### src/design/hpe_pkg.sv
// ----------------------------------------------------------------------------
// hpe_pkg: shared types and constants for the horner polynomial evaluator
// widths of the fixed-point datapath, sequencer states and control strobes
// ----------------------------------------------------------------------------
`timescale 1ns / 1ps

package hpe_pkg;

	// coefficient store
	localparam int MAX_TERMS = 32;
	localparam int ADDR_W    = $clog2(MAX_TERMS);

	// field widths
	localparam int DEG_W  = 5;
	localparam int IDX_W  = 5;
	localparam int COEF_W = 8;
	localparam int X_W    = 22;
	localparam int ACC_W  = 64;
	localparam int FRAC_W = 16;

	// split multiply: accumulator halves against x
	localparam int HALF_W  = ACC_W / 2;
	localparam int MUL_A_W = HALF_W + 1;
	localparam int PROD_W  = MUL_A_W + X_W;
	// shifted product plus coefficient, with headroom for the saturation check
	localparam int SUM_W   = ACC_W + X_W - FRAC_W + 1;

	// input item modes
	localparam logic MODE_LOAD = 1'b0;
	localparam logic MODE_EVAL = 1'b1;

	typedef enum logic [2:0] {
		ST_IDLE,
		ST_FETCH,
		ST_SEED,
		ST_MUL_LO,
		ST_MUL_HI,
		ST_ACC,
		ST_DONE
	} state_t;

	typedef struct packed {
		logic start;
		logic seed;
		logic mul_lo;
		logic mul_hi;
		logic acc_upd;
		logic emit;
	} ctl_t;

endpackage

### src/design/hpe_ram.sv
// ----------------------------------------------------------------------------
// hpe_ram: generic single-write, single-read ram
// one write port and one read port with registered read data
// ----------------------------------------------------------------------------
`timescale 1ns / 1ps

module hpe_ram #(
	parameter int WIDTH = 8,
	parameter int DEPTH = 32
) (
	input  logic                     clk,
	input  logic                     we,
	input  logic [$clog2(DEPTH)-1:0] waddr,
	input  logic [WIDTH-1:0]         wdata,
	input  logic [$clog2(DEPTH)-1:0] raddr,
	output logic [WIDTH-1:0]         rdata
);

	logic [WIDTH-1:0] mem_q [DEPTH];
	logic [WIDTH-1:0] rdata_q;

	always_ff @(posedge clk) begin
		if (we) begin
			mem_q[waddr] <= wdata;
		end
		rdata_q <= mem_q[raddr];
	end

	assign rdata = rdata_q;

endmodule

### src/design/hpe_datapath.sv
// ----------------------------------------------------------------------------
// hpe_datapath: accumulator and shared multiplier
// one signed 33x22 multiplier used twice per step, then shift, add, saturate
// ----------------------------------------------------------------------------
`timescale 1ns / 1ps

module hpe_datapath (
	input  logic                             clk,
	input  logic                             arst_n,
	input  hpe_pkg::ctl_t                    ctl,
	input  logic signed [hpe_pkg::X_W-1:0]   x_value,
	input  logic [hpe_pkg::COEF_W-1:0]       coef,
	output logic signed [hpe_pkg::ACC_W-1:0] acc,
	output logic                             ovf
);

	logic signed [hpe_pkg::X_W-1:0]     x_q;
	logic signed [hpe_pkg::ACC_W-1:0]   acc_q;
	logic signed [hpe_pkg::PROD_W-1:0]  plo_q;
	logic signed [hpe_pkg::PROD_W-1:0]  phi_q;
	logic                               ovf_q;

	logic signed [hpe_pkg::MUL_A_W-1:0] mul_a;
	logic signed [hpe_pkg::PROD_W-1:0]  prod;
	logic signed [hpe_pkg::PROD_W-1:0]  plo_sh;
	logic signed [hpe_pkg::SUM_W-1:0]   phi_ext;
	logic signed [hpe_pkg::SUM_W-1:0]   plo_ext;
	logic signed [hpe_pkg::SUM_W-1:0]   cof_ext;
	logic signed [hpe_pkg::SUM_W-1:0]   sum;
	logic [hpe_pkg::SUM_W-hpe_pkg::ACC_W:0] top_bits;
	logic                               sat;
	logic signed [hpe_pkg::ACC_W-1:0]   acc_nxt;
	logic [hpe_pkg::ACC_W-1:0]          seed_val;

	// low half unsigned, high half signed
	always_comb begin
		if (ctl.mul_hi) begin
			mul_a = {acc_q[hpe_pkg::ACC_W-1], acc_q[hpe_pkg::ACC_W-1 -: hpe_pkg::HALF_W]};
		end else begin
			mul_a = {1'b0, acc_q[hpe_pkg::HALF_W-1:0]};
		end
	end

	assign prod = mul_a * x_q;

	// (phi*2^32 + plo) >>> 16 == phi*2^16 + (plo >>> 16)
	assign plo_sh  = plo_q >>> hpe_pkg::FRAC_W;
	assign phi_ext = hpe_pkg::SUM_W'(phi_q) <<< hpe_pkg::FRAC_W;
	assign plo_ext = hpe_pkg::SUM_W'(plo_sh);
	assign cof_ext = $signed({{(hpe_pkg::SUM_W-hpe_pkg::COEF_W-hpe_pkg::FRAC_W){1'b0}},
		coef, {hpe_pkg::FRAC_W{1'b0}}});
	assign sum     = phi_ext + plo_ext + cof_ext;

	// fits in 64 bits only when all bits above bit 62 agree
	assign top_bits = sum[hpe_pkg::SUM_W-1:hpe_pkg::ACC_W-1];
	assign sat      = !((&top_bits) || !(|top_bits));

	always_comb begin
		if (!sat) begin
			acc_nxt = sum[hpe_pkg::ACC_W-1:0];
		end else if (sum[hpe_pkg::SUM_W-1]) begin
			acc_nxt = {1'b1, {(hpe_pkg::ACC_W-1){1'b0}}};
		end else begin
			acc_nxt = {1'b0, {(hpe_pkg::ACC_W-1){1'b1}}};
		end
	end

	assign seed_val = {{(hpe_pkg::ACC_W-hpe_pkg::COEF_W-hpe_pkg::FRAC_W){1'b0}},
		coef, {hpe_pkg::FRAC_W{1'b0}}};

	always_ff @(posedge clk) begin
		if (ctl.start) begin
			x_q <= x_value;
		end
		if (ctl.mul_lo) begin
			plo_q <= prod;
		end
		if (ctl.mul_hi) begin
			phi_q <= prod;
		end
		if (ctl.seed) begin
			acc_q <= seed_val;
		end else if (ctl.acc_upd) begin
			acc_q <= acc_nxt;
		end
	end

	always_ff @(posedge clk or negedge arst_n) begin
		if (!arst_n) begin
			ovf_q <= 1'b0;
		end else if (ctl.start) begin
			ovf_q <= 1'b0;
		end else if (ctl.acc_upd && sat) begin
			ovf_q <= 1'b1;
		end
	end

	assign acc = acc_q;
	assign ovf = ovf_q;

endmodule

### src/design/hpe_ctrl.sv
// ----------------------------------------------------------------------------
// hpe_ctrl: evaluation sequencer
// walks coefficients from the degree down to zero: mul_lo, mul_hi, acc a step
// ----------------------------------------------------------------------------
`timescale 1ns / 1ps

module hpe_ctrl (
	input  logic                        clk,
	input  logic                        arst_n,
	input  logic                        start,
	input  logic [hpe_pkg::DEG_W-1:0]   degree,
	input  logic                        out_free,
	output hpe_pkg::ctl_t               ctl,
	output logic [hpe_pkg::ADDR_W-1:0]  raddr,
	output logic                        idle
);

	hpe_pkg::state_t                state_q;
	hpe_pkg::state_t                state_nxt;
	logic [hpe_pkg::ADDR_W-1:0]     n_q;
	logic [hpe_pkg::ADDR_W-1:0]     n_init;
	logic                           last;

	// clamp degree to the store
	always_comb begin
		if (32'(degree) > hpe_pkg::MAX_TERMS - 1) begin
			n_init = hpe_pkg::ADDR_W'(hpe_pkg::MAX_TERMS - 1);
		end else begin
			n_init = hpe_pkg::ADDR_W'(degree);
		end
	end

	assign last = (n_q == '0);

	// next state
	always_comb begin
		state_nxt = state_q;
		case (state_q)
			hpe_pkg::ST_IDLE:   if (start) state_nxt = hpe_pkg::ST_FETCH;
			hpe_pkg::ST_FETCH:  state_nxt = hpe_pkg::ST_SEED;
			hpe_pkg::ST_SEED:   state_nxt = last ? hpe_pkg::ST_DONE : hpe_pkg::ST_MUL_LO;
			hpe_pkg::ST_MUL_LO: state_nxt = hpe_pkg::ST_MUL_HI;
			hpe_pkg::ST_MUL_HI: state_nxt = hpe_pkg::ST_ACC;
			hpe_pkg::ST_ACC:    state_nxt = last ? hpe_pkg::ST_DONE : hpe_pkg::ST_MUL_LO;
			hpe_pkg::ST_DONE:   if (out_free) state_nxt = hpe_pkg::ST_IDLE;
			default:            state_nxt = hpe_pkg::ST_IDLE;
		endcase
	end

	// outputs
	always_comb begin
		ctl         = '0;
		ctl.start   = start && (state_q == hpe_pkg::ST_IDLE);
		idle        = 1'b0;
		case (state_q)
			hpe_pkg::ST_IDLE:   idle = 1'b1;
			hpe_pkg::ST_SEED:   ctl.seed = 1'b1;
			hpe_pkg::ST_MUL_LO: ctl.mul_lo = 1'b1;
			hpe_pkg::ST_MUL_HI: ctl.mul_hi = 1'b1;
			hpe_pkg::ST_ACC:    ctl.acc_upd = 1'b1;
			hpe_pkg::ST_DONE:   ctl.emit = out_free;
			default:            idle = 1'b0;
		endcase
	end

	always_ff @(posedge clk or negedge arst_n) begin
		if (!arst_n) begin
			state_q <= hpe_pkg::ST_IDLE;
			n_q     <= '0;
		end else begin
			state_q <= state_nxt;
			if (ctl.start) begin
				n_q <= n_init;
			end else if ((ctl.seed || ctl.acc_upd) && !last) begin
				n_q <= n_q - 1'b1;
			end
		end
	end

	// coefficient index read ahead of its use
	assign raddr = n_q;

	a_step_order: assert property (@(posedge clk) disable iff (!arst_n)
		state_q == hpe_pkg::ST_MUL_LO |=> state_q == hpe_pkg::ST_MUL_HI ##1
			state_q == hpe_pkg::ST_ACC)
		else $error("multiply step out of order");

	a_one_strobe: assert property (@(posedge clk) disable iff (!arst_n)
		$onehot0({ctl.seed, ctl.mul_lo, ctl.mul_hi, ctl.acc_upd, ctl.emit}))
		else $error("more than one datapath strobe");

	a_count_down: assert property (@(posedge clk) disable iff (!arst_n)
		ctl.acc_upd && !last |=> n_q == $past(n_q) - 1'b1)
		else $error("coefficient index did not step down");

	a_start_fetch: assert property (@(posedge clk) disable iff (!arst_n)
		ctl.start |=> state_q == hpe_pkg::ST_FETCH && n_q == $past(n_init))
		else $error("evaluation start not taken");

endmodule

### src/design/horner_polynomial_eval_core.sv
// ----------------------------------------------------------------------------
// horner_polynomial_eval_core: fixed-point polynomial evaluator, horner's rule
// input transactions with mode 0 load coefficient coeff_value at coeff_index;
// mode 1 evaluates the polynomial of cfg degree at x_value (signed Q6.16) and
// returns poly_value (signed Q48.16, saturated) with a sticky overflow flag.
// both channels use valid/stall; a transaction moves when valid is high and
// stall is low. a load writes the coefficient store and returns nothing.
// an evaluation keeps in_stall high from the edge that takes it until the core
// is back in idle (fetch, seed, then per step a low and a high multiply on one
// shared 33x22 multiplier and a shift/add/saturate state, then done), so no
// new transaction is taken before the previous evaluation has finished.
// the result is written from the done state into an output register.
// if the receiver stalls, the result holds there and the core
// waits in its done state, while the next transaction can still be taken
// once the previous result has been moved into that register.
// reset clears the sequencer, the output valid and degree to 0; the
// coefficient store is not cleared and must be loaded before use.
// ----------------------------------------------------------------------------
`timescale 1ns / 1ps

module horner_polynomial_eval_core (
	input  logic                             clk,
	input  logic                             arst_n,
	// config
	input  logic                             cfg_wr_en,
	input  logic [hpe_pkg::DEG_W-1:0]        cfg_wr_data,
	// input channel
	input  logic                             in_valid,
	output logic                             in_stall,
	input  logic                             mode,
	input  logic [hpe_pkg::IDX_W-1:0]        coeff_index,
	input  logic [hpe_pkg::COEF_W-1:0]       coeff_value,
	input  logic signed [hpe_pkg::X_W-1:0]   x_value,
	// output channel
	output logic                             out_valid,
	input  logic                             out_stall,
	output logic signed [hpe_pkg::ACC_W-1:0] poly_value,
	output logic                             overflow
);

	logic [hpe_pkg::DEG_W-1:0]        degree_q;
	logic                             out_valid_q;
	logic signed [hpe_pkg::ACC_W-1:0] poly_value_q;
	logic                             overflow_q;

	logic                             in_acc;
	logic                             load_we;
	logic                             eval_start;
	logic                             out_free;
	logic                             idle;
	hpe_pkg::ctl_t                    ctl;
	logic [hpe_pkg::ADDR_W-1:0]       raddr;
	logic [hpe_pkg::COEF_W-1:0]       coef;
	logic signed [hpe_pkg::ACC_W-1:0] acc;
	logic                             ovf;

	// input handshake: open only while the sequencer is idle
	assign in_stall   = !idle;
	assign in_acc     = in_valid && !in_stall;
	assign eval_start = in_acc && (mode == hpe_pkg::MODE_EVAL);
	// loads outside the store are dropped
	assign load_we    = in_acc && (mode == hpe_pkg::MODE_LOAD) &&
		(32'(coeff_index) < hpe_pkg::MAX_TERMS);

	// output register is free when empty or being drained this cycle
	assign out_free = !out_valid_q || !out_stall;

	// degree register
	always_ff @(posedge clk or negedge arst_n) begin
		if (!arst_n) begin
			degree_q <= '0;
		end else if (cfg_wr_en) begin
			degree_q <= cfg_wr_data;
		end
	end

	// coefficient store
	hpe_ram #(
		.WIDTH (hpe_pkg::COEF_W),
		.DEPTH (hpe_pkg::MAX_TERMS)
	) u_coef_ram (
		.clk   (clk),
		.we    (load_we),
		.waddr (hpe_pkg::ADDR_W'(coeff_index)),
		.wdata (coeff_value),
		.raddr (raddr),
		.rdata (coef)
	);

	hpe_ctrl u_ctrl (
		.clk      (clk),
		.arst_n   (arst_n),
		.start    (eval_start),
		.degree   (degree_q),
		.out_free (out_free),
		.ctl      (ctl),
		.raddr    (raddr),
		.idle     (idle)
	);

	hpe_datapath u_dp (
		.clk     (clk),
		.arst_n  (arst_n),
		.ctl     (ctl),
		.x_value (x_value),
		.coef    (coef),
		.acc     (acc),
		.ovf     (ovf)
	);

	// output register
	always_ff @(posedge clk or negedge arst_n) begin
		if (!arst_n) begin
			out_valid_q <= 1'b0;
		end else if (ctl.emit) begin
			out_valid_q <= 1'b1;
		end else if (!out_stall) begin
			out_valid_q <= 1'b0;
		end
	end

	always_ff @(posedge clk) begin
		if (ctl.emit) begin
			poly_value_q <= acc;
			overflow_q   <= ovf;
		end
	end

	assign out_valid  = out_valid_q;
	assign poly_value = poly_value_q;
	assign overflow   = overflow_q;

	a_busy_after_eval: assert property (@(posedge clk) disable iff (!arst_n)
		eval_start |=> in_stall)
		else $error("input open right after an evaluation started");

	a_no_load_when_busy: assert property (@(posedge clk) disable iff (!arst_n)
		load_we |-> idle && !ctl.emit)
		else $error("coefficient write during an evaluation");

	a_emit_into_free: assert property (@(posedge clk) disable iff (!arst_n)
		ctl.emit |-> !(out_valid_q && out_stall))
		else $error("result written over a stalled result");

endmodule
### config.mk
export PLATFORM = sky130hd
export DESIGN_NAME = horner_polynomial_eval_core
export DESIGN_NICKNAME = d
export VERILOG_FILES = /design/src/design/hpe_pkg.sv /design/src/design/hpe_ram.sv /design/src/design/hpe_datapath.sv /design/src/design/hpe_ctrl.sv /design/src/design/horner_polynomial_eval_core.sv
export SDC_FILE = /design/constraint.sdc
export NUM_CORES = 2
export LEC_CHECK = 0
export CORE_ASPECT_RATIO = 1.4
export CORE_MARGIN = 5
export CORE_UTILIZATION = 50
export DETAILED_ROUTE_END_ITERATION = 16
export DONT_BUFFER_PORTS = 1
export PLACE_DENSITY = 0.69
export SLEW_MARGIN = 5
export SYNTH_ARGS = -nofsm -noshare
export SYNTH_HDL_FRONTEND = slang
export SYNTH_SLANG_ARGS = --single-unit
### constraint.sdc
create_clock -name clk -period 12.31 [get_ports clk]
set_input_delay 0 -clock clk [delete_from_list [all_inputs] [get_ports clk]]
set_output_delay 0 -clock clk [all_outputs]
set_load 0.02 [all_outputs]
==> metrics.md <==
| Metric | Value |
|---|---|
| Distinct cells, synth | `82` |
| Setup CP Type | `flip-flop to flip-flop` |
| Rows | `134` |
| Die W | `272 um` |
| Initial antenna violation count | `12` |
| Clk sinks | `524` |
| Element type at the critical path start | `flip-flop` |
| Detailed placement HPWL | `95.8 mm` |
| Total Routing Usage GR | `0.251` |
| Synthesized area | `48,000 sq um` |
| Deepest clock path buffer count | `3` |
| First-pass GRT wire length | `196 mm` |
| Tightest Pin Transition | `1020 ps` |
| Post-synthesis compound-gate area fraction | `0.0641` |
| Fin. Hold Viols | `0` |
| Post-Synth XOR/XNOR Area | `0.0192` |
| Slew margin rel. | `0.320` |
| IO Port Bufs | `0` |
| Number of global-route vias before repair | `33,300` |
| Cells after Synth | `4,197` |
| Clock skew | `57.2 ps` |
| Setup crit end kind | `flip-flop` |
| Maxcap violations | `0` |
| Drt wl/cell | `23.5 um` |
| CP max stage cell | `dfrtp_1` |
| Final worst-path cycle share | `0.782` |
| Worst path max stage delay | `620 ps` |
| Unrepaired setup endpoints after global routing | `false` |
| Setup violators final | `0` |
| Postcts setup bufs | `0` |
| Seq/Total Area, Yosys | `0.313` |
| Top cell type's share of synthesized area | `0.305` |
| WHS | `32.6 ps` |
| Adder-cell share of the synthesized area | `0.372` |
| Main synth FF type | `edfxtp_1` |
| Minimum clock period | `9630 ps` |
| Async SR Flop Fraction | `0.0286` |
| TritonCTS buffer count | `55` |
| Status | `completed` |
| Syn. warnings | `0` |
| Routed WL | `128 mm` |
| Remaining Overflow, GRT | `0` |
| Most instantiated cells after synthesis | `inv_1, fa_1, nand2_1, edfxtp_1, and2_1` |
| CP Max Fanout | `99` |
| Type of the worst min-delay path | `input pin to flip-flop` |
| Reg clk slew, reported paths | `60 ps` |
| Core Area | `95,200 sq um` |
| Die extent in y | `376 um` |
| Top-Level Pins | `113` |
| Sum Neg Setup Slack | `0 ps` |
| Via density per instance | `5.74` |
| Gpl congestion | `0.917` |
| Post-route ant nets | `0` |
| Fillers | `8,082` |
| Synth Area in Simple Gates | `0.106` |
| Starting DRT DRC Count | `2,321` |
| Via count | `31,100` |
| Clock Tree Root | `clkbuf_16` |
| Net Count, Synth | `5,230` |
| EDFF count, synth | `445` |
| Final core utilization | `0.542` |
| Largest family of logic cells by synthesized area | `adder cells` |
| TritonCTS clock tree | `built` |
| Fmax | `104 MHz` |
| WP data arrival | `10,000 ps` |
| Largest net degree at the start of global routing | `100` |
| Die ar. | `102,000 sq um` |
| Area contributors post-synth | `fa_1, edfxtp_1, ha_1` |
| Clock Latency Late Sink | `660 ps` |
| Starting density of the core | `0.504` |
| Fin nets | `5,184` |
| WP data required | `12,680 ps` |
| Slew Limit Fails | `0` |
| Cell with the most instances after synthesis | `inv_1` |
| Syn_area_per_cell | `11.4 sq um` |
| H-tree levels | `2` |
| DRC | `0` |
| Area Growth Syn to Fin | `7.53%` |
| Synthesized flop and latch total | `524` |
| Most frequent cell on the critical path | `fa_1` |
| Synth area leader | `fa_1` |
| Ratio of cells with drive above 1 in the final layout | `0.0708` |
| First drt pass iteration count | `7` |
| Post-synthesis mux area share | `0.0494` |
[layout by cell type (no fill, tap or decap), types with 14 or more instances in the layout]
cell,count
nand2_1,488
and2_1,286
mux2_2,45
edfxtp_1,445
fa_1,730
o21ai_0,57
nand3_1,31
buf_4,37
clkbuf_16,55
dlygate4sd3_1,62
nand2b_1,16
and3_1,24
ha_1,257
a221o_1,64
xor2_1,30
a21oi_1,110
nor3_1,22
o21bai_1,22
nor2_1,136
nand4_1,17
dfxtp_1,64
xnor2_1,75
mux4_2,80
inv_1,745
a211oi_1,14
a21o_1,54
[worst max-delay path, delay by kind of cell (launching register included)]
kind                       cells  cell delay (ps)
adders and majority gates      8             3810
AOI/OAI and AO/OA              8             2090
and+or+nand+nor                5             1350
buffers and inverters          7              770
DFF                            1              620
muxes                          1              600
[final timing paths]
check                             startpoint  depth (start not counted)  slack, ps         endpoint
setup / recovery           u_ctrl.state_q[2]                         29       2680   u_dp.phi_q[52]
hold / removal                    x_value[0]                          1         30      u_dp.x_q[0]
setup reg to reg           u_ctrl.state_q[2]                         29       2680   u_dp.phi_q[52]
hold reg to reg                 u_dp.acc[59]                          0        460   poly_value[59]
max in group asynchronous             arst_n                          2      11390  u_ctrl.raddr[0]
min in group asynchronous             arst_n                          2        390        out_valid
[sequential cells by signal, summed over array words and instances, names as in the netlist]
register	flops
u_dp.plo_q	39
u_coef_ram.rdata	8
u_dp.ovf	1
u_dp.phi_q	55
overflow	1
degree_q	5
u_dp.acc	64
poly_value	64
u_dp.x_q	22
u_ctrl.raddr	5
out_valid	1
u_ctrl.state_q	3
u_coef_ram.mem_q	256
[cells by family (layout without fill, tap and decap cells)]
kind of cell	after synthesis	count (layout)
and+or+nand+nor	1067	1067
adders and majority gates	987	987
buffers and inverters	957	956
DFF	524	524
AOI/OAI and AO/OA	426	426
muxes	131	131
xor gates and xnor gates	105	105
other	0	9
[layer usage]
layer  vias up  global-route usage  share of wire
li1      13500                   -              -
met1     16100               0.291           0.35
met2      1208               0.450           0.52
met3       377              0.0350          0.061
met4         2               0.137          0.067
met5         -                   0       0.000055
[metrics by stage]
step / worst slack, ps / std cells / instance area (sq um)
after global placement: 2890 / 5248 / 49000
after detailed placement: 2790 / 5248 / 49000
after floorplan: 2870 / 4197 / 48000
final: 2680 / 5429 / 51600
after global routing: 2210 / 5429 / 51600
after CTS: 2720 / 5420 / 51500
[what timing repair did]
item,in CTS,in global routing
resized for setup,0,0
endpoints found under the hold margin,512,0
endpoints found under the setup margin,0,0
hold buffers,70,0
[cell type report]
type	count	area, sq um	share of cell area
inverter	746	2800	0.0543
antenna	9	22.5	0.000437
clock buffer	66	1440	0.0279
clock inverter	36	360	0.00699
multi-input combinational	2716	29300	0.568
timing repair buffer	108	1080	0.0209
tap	1224	1530	0.0297
sequential	524	15000	0.291
Power is left out: the tool's default activity adds up to more than one toggle a clock period on the data nets, which glitch-free logic cannot reach.
